$ cat src/sv/ptthin_pkg.sv
// ----------------------------------------------------------------------------
// ptthin_pkg
// Types and constants shared by the polyline point thinning modules.
// ----------------------------------------------------------------------------
`default_nettype none

package ptthin_pkg;

   // span store depth default
   localparam int SPAN_DEPTH_DEF = 64;

   // command queue depth between front and back
   localparam int QUEUE_DEPTH = 4;

   // register indexes of the csr port
   localparam logic [1:0] CSR_TOLERANCE    = 2'd0;
   localparam logic [1:0] CSR_CONSERVATIVE = 2'd1;
   localparam logic [1:0] CSR_USE_GROUPS   = 2'd2;

   typedef struct packed {
      logic signed [31:0] x_coord;
      logic signed [31:0] y_coord;
      logic [31:0]        group_id;
      logic               locked;
      logic               is_break;
      logic               last_point;
   } req_data_type;

   typedef struct packed {
      logic keep;
      logic last_result;
   } rsp_data_type;

   typedef struct packed {
      logic [31:0] x;
      logic [31:0] y;
   } point_type;

   typedef struct packed {
      logic [30:0] tolerance;
      logic        conservative;
      logic        use_groups;
   } cfg_type;

   // one unit of work for the back end
   typedef struct packed {
      point_type p;          // point under decision
      point_type b;          // reference point of the test line
      logic      test;       // run the distance test
      logic      keep_fix;   // keep value when no test runs
      logic      anchor_set; // make p the anchor (no test)
      logic      span_clear; // empty the span store afterwards
      logic      force_keep; // part of two points ends here
      logic      has_rsp;    // a result beat goes out
      logic      last;       // result is the final one of the polyline
   } cmd_type;

endpackage

`default_nettype wire

$ cat src/sv/ptthin_queue.sv
// ----------------------------------------------------------------------------
// ptthin_queue
// Small command queue between the classifying front and the test back end.
// ----------------------------------------------------------------------------
`default_nettype none

module ptthin_queue (
   input  wire logic               clock,
   input  wire logic               reset,
   input  wire logic               push,
   input  wire ptthin_pkg::cmd_type push_data,
   output logic                    full,
   input  wire logic               pop,
   output ptthin_pkg::cmd_type     pop_data,
   output logic                    not_empty
);
   localparam int QD = ptthin_pkg::QUEUE_DEPTH;
   localparam int QW = $clog2(QD);

   ptthin_pkg::cmd_type entry_ff [QD];
   logic [QW-1:0] wr_ptr_ff, wr_ptr_in;
   logic [QW-1:0] rd_ptr_ff, rd_ptr_in;
   logic [QW:0]   count_ff, count_in;
   logic          do_push, do_pop;

   assign full      = (count_ff == (QW+1)'(QD));
   assign not_empty = (count_ff != '0);
   assign pop_data  = entry_ff[rd_ptr_ff];
   assign do_push   = push && !full;
   assign do_pop    = pop && not_empty;

   // pointer and fill bookkeeping
   always_comb begin
      wr_ptr_in = wr_ptr_ff;
      rd_ptr_in = rd_ptr_ff;
      count_in  = count_ff;
      if (do_push) begin
         wr_ptr_in = (wr_ptr_ff == QW'(QD-1)) ? '0 : wr_ptr_ff + 1'b1;
      end
      if (do_pop) begin
         rd_ptr_in = (rd_ptr_ff == QW'(QD-1)) ? '0 : rd_ptr_ff + 1'b1;
      end
      if (do_push && !do_pop) begin
         count_in = count_ff + 1'b1;
      end else if (do_pop && !do_push) begin
         count_in = count_ff - 1'b1;
      end
   end

   always_ff @(posedge clock) begin
      if (reset) begin
         wr_ptr_ff <= '0;
         rd_ptr_ff <= '0;
         count_ff  <= '0;
      end else begin
         wr_ptr_ff <= wr_ptr_in;
         rd_ptr_ff <= rd_ptr_in;
         count_ff  <= count_in;
      end
   end

   // entry storage
   always_ff @(posedge clock) begin
      if (do_push) begin
         entry_ff[wr_ptr_ff] <= push_data;
      end
   end

endmodule

`default_nettype wire

$ cat config.mk
export PLATFORM = sky130hd
export DESIGN_NAME = ptthin_queue
export DESIGN_NICKNAME = d
export VERILOG_FILES = /design/src/sv/ptthin_pkg.sv /design/src/sv/ptthin_queue.sv
export SDC_FILE = /design/constraint.sdc
export NUM_CORES = 1
export LEC_CHECK = 0
export BUFFER_PORTS_ARGS = -buffer_cell sky130_fd_sc_hd__buf_2
export CORE_ASPECT_RATIO = 2
export CORE_MARGIN = 4
export CORE_UTILIZATION = 50
export DETAILED_ROUTE_END_ITERATION = 10
export PLACE_DENSITY = 0.7
export SLEW_MARGIN = 40
export SYNTH_ARGS = -nofsm -noshare
export SYNTH_HDL_FRONTEND = slang
export SYNTH_SLANG_ARGS = --single-unit
$ cat constraint.sdc
create_clock -name clock -period 5.73 [get_ports clock]
set_clock_uncertainty 0.1 [all_clocks]
set_input_delay 0.2865 -clock clock [delete_from_list [all_inputs] [get_ports clock]]
set_output_delay 0.2865 -clock clock [all_outputs]
set_load 0.01 [all_outputs]
==> results of run 1 <==
logic make-up (layout without fill, tap and decap cells):
kind of cell,count (synthesis),count (layout)
flops,549,549
mux,137,137
buf+inv,37,513
simple gates,16,16
fa+ha+maj,7,7
compound gates,7,7
xor+xnor,2,2
other cells,0,4
flip-flops by register name, summed over array words and instances, names as in the netlist, named ones only:
name and cells:
entry_ff 540, count_ff 3, wr_ptr_ff 2, rd_ptr_ff 2
report_power, final:
group | internal, mW | leakage, nW | total [mW] | switching (mW)
Combinational | 1.04 | 2.63 | 2.21 | 1.17
Clock | 1.94 | 0.771 | 3.27 | 1.33
Sequential | 4.85 | 5.02 | 4.96 | 0.104
stage by stage:
| step | setup WS, ns | hold slack, ns | utilization [%] | instance area (sq um) |
|---|---|---|---|---|
| after floorplan | 1.30 | 0.285 | - | 19900 |
| after global placement | 2.92 | 0.393 | 55.5 | 21900 |
| after detailed placement | 2.93 | 0.396 | 55.7 | 22000 |
| after CTS | 2.32 | 0.0822 | 63.2 | 24900 |
| after global routing | 2.47 | 0.133 | 63.3 | 24900 |
| final | 2.68 | 0.108 | 63.3 | 25000 |
how the worst min path moves through the flow:
stage / startpoint / end / depth (start not counted) / slack (ns)
6_report: pop / register / 4 / 0.11
2_1_floorplan: push_data[0] / entry_ff[0][0] / 0 / 0.29
5_1_grt: pop / register / 4 / 0.13
3_3_place_gp: rd_ptr_ff[0] / register / 2 / 0.39
4_1_cts: pop / register / 4 / 0.08
3_5_place_dp: rd_ptr_ff[0] / register / 2 / 0.40
cells in the final DEF (no fill, tap or decap), types with 3 or more instances in the layout:
| cell | instances |
|---|---|
| a21oi_1 | 3 |
| inv_1 | 4 |
| buf_12 | 7 |
| clkbuf_1 | 5 |
| buf_4 | 8 |
| buf_2 | 275 |
| bufinv_16 | 11 |
| edfxtp_1 | 540 |
| ha_1 | 6 |
| diode_2 | 4 |
| nor2_1 | 4 |
| clkbuf_16 | 45 |
| clkinv_2 | 8 |
| dfxtp_1 | 7 |
| mux4_2 | 135 |
| and3_4 | 4 |
| clkinv_1 | 6 |
| dlygate4sd3_1 | 138 |
| or3_1 | 3 |
timing repair:
item | 4_1_cts | 5_1_grt
hold buffers | 138 | 0
setup endpoints to repair | 0 | 0
endpoints found under the hold margin | 549 | 0
gates resized for setup | 0 | 0
worst max-delay path, stage by stage, from the launching register on:
cell,delay [ns]
dfxtp_4,0.49
buf_12,0.29
buf_4,0.50
mux4_2,0.62
buf_2,0.17
layer usage:
layer / up-vias / track usage [%] / share of wire, % / wire length, um
li1: 4146 / - / - / -
met1: 4856 / 23.0 / 36 / 14100
met2: 277 / 32.9 / 55 / 21800
met3: 84 / 3.53 / 5.1 / 2010
met4: 4 / 7.73 / 4.5 / 1770
met5: - / 0 / 0.035 / 14
area by class of cell:
cell class                 count  area share (%)
timing repair buffer         429            11.9
tap                          525            2.63
inverter                       5          0.0752
clock inverter                29            1.72
sequential                   549            65.7
clock buffer                  50            4.59
antenna                        4          0.0401
multi-input combinational    169            13.3
==> reports/results.ini, run 1 <==
[yosys]
synth_xor_area_share_pct = 0.0880
synthCells = 755
ys.warnings.count = 0
synth.most_common_cell = edfxtp_1
ys_seq_area_share_pct = 82.3
yosysTopAreaCell = edfxtp_1
synthTopCellsByArea = edfxtp_1, mux4_2, dfxtp_1
synthSimpleGateAreaFrac_pct = 0.434
synth_cell_types = 23
synth_compound_area_share_pct = 0.201
synth_area_per_cell_sq_um = 26.4
postSynth.asyncResetShare_pct = 0
synthDominantCellAreaShare_pct = 81.4
synth-seq-cells = 549
netlist_area_sq_um = 19900
synth-edff-count = 540
synth_top_family_by_area = multiplexers
synthAdderAreaFrac_pct = 0.478
syn_nets = 901
synth.area.mux_share_pct = 15.4
ys.flop_type = edfxtp_1
synthTopCellsByCount = edfxtp_1, mux4_2, buf_2

[worst_setup_path]
reg2reg_from = count_ff[0]
reg2reg_to = entry_ff[2][118]
regToRegSetupSlack_ns = 3.07
r2r_cells = 3
critPathMaxFanout = 27
worstPathArrival_ns = 2.67
cp-end-kind = output port
critPathKind = register to output port
critPathCapture = pop_data[34]
worst_ep_required_time_ns = 5.34
worst_setup_path_start_kind = register

[cells_and_area]
synthToLayoutAreaGrowth_pct = 25.3
fill_cells = 2732
instances_no_fill = 1760
seqCellArea_sq_um = 16400
multi_input_area_sq_um = 3320
drive_gt1_share_pct = 40.7
nets = 1345

[floorplanning]
core_sq_um = 39400
row_count = 103
dieHeight_um = 290
initial_utilization_pct = 50.5
ioPinCount = 276
dieWidth_um = 149
dieArea_sq_um = 43300

[timing]
rsz0062_at_grt = false
worst_slew_pin_slew_ns = 0.771
final.setup.tns_ns = 0
period_share_pct = 53.3
slew-limit-headroom_pct = 48.6
finalHoldViolations = 0
setup_viol = 0
fin_crit_ns = 3.05
fmax_mhz = 328
drv_slew = 0

[power]
peakVddDrop_mv = 0.541
pwr_density_cell_nw_per_um2 = 418
power_mw = 10.4
power.leakage_nw = 8.42

[route]
vias = 9367
drc = 0
drtIter0Drc = 471
avgRoutedWirePerCell_um = 22.6
viasPerCell = 5.32
drt_wl_total_um = 39800
first_pass_iters = 4
ant_nets = 0

[worst_hold_path]
hold_class = primary input to register

[clock_tree]
clk_latency_ns = 0.54
numCtsBuffers = 45
clock_sinks = 549
clk_path_buf_depth = 3
cts_tree = done
path_clk_slew_ns = 0.07
cts-htree-levels = 2
root_buffer = clkbuf_16
cts_setup_buffers = 0

[placed_design]
place_hpwl_um = 24700
port_buffers = 275
dp.cells = 1538
place_congestion = 0.731

[run]
max-cap-violations = 0

[grt]
grt_pass1_vias = 10336
grt_pass1_wl_um = 61700
grt_overflow_total = 0
antenna_found_initial = 6
track_usage_pct = 18.8
grt_max_degree = 76

[outcome]
outcome = completed

(Power assumes the default switching activity.)
==> inputs of run 2 (changes only) <==
Settings changed: PLACE_DENSITY 0.7 to 0.73.
Clock period 5.73 ns to 2.5 ns, I/O delays scaled along.
==> run 2 against run 1 <==
  * Non-clock buffer count up 16
  * Via count up 1.9%
  * Wire length is 1.3% higher
  * Cell area rose by 0.31%
  * Global-route usage up 0.18 points
  * Core utilization is 0.20 points higher
  * Sequential power rose by 130%
  * Critical endpoint is now pop_data[23]
==> reports/results.ini, run 2 (same netlist as run 1, synthesis figures left out) <==
[clock_tree]
clk_latency_ns = 0.55  ; about the same
numCtsBuffers = 46  ; +2.2%
path_clk_slew_ns = 0.07  ; about the same
clock_sinks = 549  ; unchanged
cts_tree = done
cts-htree-levels = 2  ; unchanged
clk_path_buf_depth = 3  ; unchanged
root_buffer = clkbuf_16

[power]
pwr_density_cell_nw_per_um2 = 931  ; +120%
power.leakage_nw = 8.44  ; +0.26%
peakVddDrop_mv = 0.704  ; +30%
power_mw = 23.3  ; +120%

[worst_setup_path]
worst_ep_required_time_ns = 2.28  ; -3.06 ns
worstPathArrival_ns = 2.13  ; -0.54 ns
cp-end-kind = output port
critPathMaxFanout = 17  ; -37%
critPathKind = register to output port
worst_setup_path_start_kind = register

[cells_and_area]
most-common-layout-cells = edfxtp_1, buf_2, dlygate4sd3_1, mux4_2, clkbuf_16
design_area_sq_um = 25000  ; +0.31%
synthToLayoutAreaGrowth_pct = 25.7
reg_top3 = entry_ff (540), count_ff (3)
nets = 1362  ; +1.3%
regMostFlops = entry_ff
largest_register_ffs = 540  ; unchanged
drive_gt1_share_pct = 40.8  ; +0.15 points
final_common_cell = edfxtp_1
instances_no_fill = 1779  ; +1.1%
fill_cells = 2654  ; -2.9%

[route]
first_pass_iters = 4  ; unchanged
drc = 0  ; unchanged
drt_wl_total_um = 40300  ; +1.3%
viasPerCell = 5.37  ; +0.81%
drtIter0Drc = 439  ; -6.8%
vias = 9545  ; +1.9%
avgRoutedWirePerCell_um = 22.6  ; +0.19%
ant_nets = 0  ; unchanged

[timing]
finalHoldViolations = 0  ; unchanged
setup_slack_ns = 0.145  ; -2.53 ns
rsz0062_at_grt = false
fin_crit_ns = 2.36
slew-limit-headroom_pct = 72.3  ; +24 points
setup_viol = 0  ; unchanged
fmax_mhz = 425
worst_slew_pin_slew_ns = 0.415  ; -0.356 ns
drv_slew = 0  ; unchanged
period_share_pct = 94.2

[run]
max-cap-violations = 0  ; unchanged

[grt]
grt_overflow_total = 0  ; unchanged
track_usage_pct = 19.0  ; +0.18 points
grt_max_degree = 56  ; -26%
antenna_found_initial = 5  ; -1
grt_pass1_vias = 10690  ; +3.4%
grt_pass1_wl_um = 62500  ; +1.3%

[floorplanning]
dieWidth_um = 149  ; unchanged
core_sq_um = 39400  ; unchanged
dieArea_sq_um = 43300  ; unchanged
ioPinCount = 276  ; unchanged
initial_utilization_pct = 50.5  ; unchanged
row_count = 103  ; unchanged
dieHeight_um = 290  ; unchanged

[placed_design]
dp_slack_ns = 0.271  ; -2.66 ns
dp.cells = 1553  ; +0.98%
place_hpwl_um = 24900  ; +0.80%
place_congestion = 0.787  ; +7.7%
placed_cell_area_sq_um = 22200  ; +1.1%
port_buffers = 275  ; unchanged

[outcome]
outcome = completed

[worst_hold_path]
hold_class = primary input to register

==> run 2: changes by cell type in the layout (fill, tap and decap cells not counted), moves of 3 or more <==
cell and change:
buf_12 +9, buf_4 +4, bufinv_16 -10, clkbuf_1 +7
clkbuf_16 +3
==> run 2: report_power, final <==
part | internal (mW) | switching, mW
registers | 11.1 | 0.259
clock network | 3.58 | 3.05
logic | 2.57 | 2.71
==> run 2: stage by stage <==
step / util [%] / TNS (ns) / hold slack, ns
after floorplan: - / -212.26 / 0.124
after global placement: 56.3 / 0 / 0.234
after detailed placement: 56.3 / 0 / 0.242
after CTS: 63.4 / 0 / 0.191
after global routing: 63.4 / 0 / 0.208
final: 63.5 / 0 / 0.223
==> run 2: path summary, 6_finish.rpt <==
check,cells after the start,slack [ns],from,to
min,2,0.22,push_data[31],entry_ff[2][31]
min reg2reg,2,0.39,rd_ptr_ff[0],register
max reg2reg,9,0.21,count_ff[0],count_ff[2]
max,4,0.14,register,pop_data[23]
==> run 2: worst max-delay path: stages (launching register included) <==
cell	delay (ns)
dfxtp_4	0.46
buf_16	0.20
buf_12	0.20
mux4_2	0.54
buf_2	0.16
==> run 2: timing repair <==
item | 4_1_cts | 5_1_grt
hold buffers | 139 | 0
gates resized for setup | 0 | 2
setup endpoints to repair | 0 | 9
setup buffers | 0 | 0
endpoints found under the hold margin | 555 | 0
==> run 2: layout make-up <==
type / instances / area, sq um / share of cell area [%]
antenna: 3 / 7.51 / 0.0300
clock buffer: 59 / 1220 / 4.88
sequential: 549 / 16400 / 65.5
timing repair buffer: 445 / 3240 / 13.0
tap: 525 / 657 / 2.62
multi-input combinational: 169 / 3320 / 13.3
clock inverter: 24 / 160 / 0.640
inverter: 5 / 18.8 / 0.0750
==> run 2: layer usage <==
layer	vias to the layer above	wire [um]	global-route usage, %
met4	4	1480	7.29
met3	85	2280	3.95
met2	310	22400	34.3
met1	4944	14100	22.0
met5	-	26	0
li1	4202	-	-
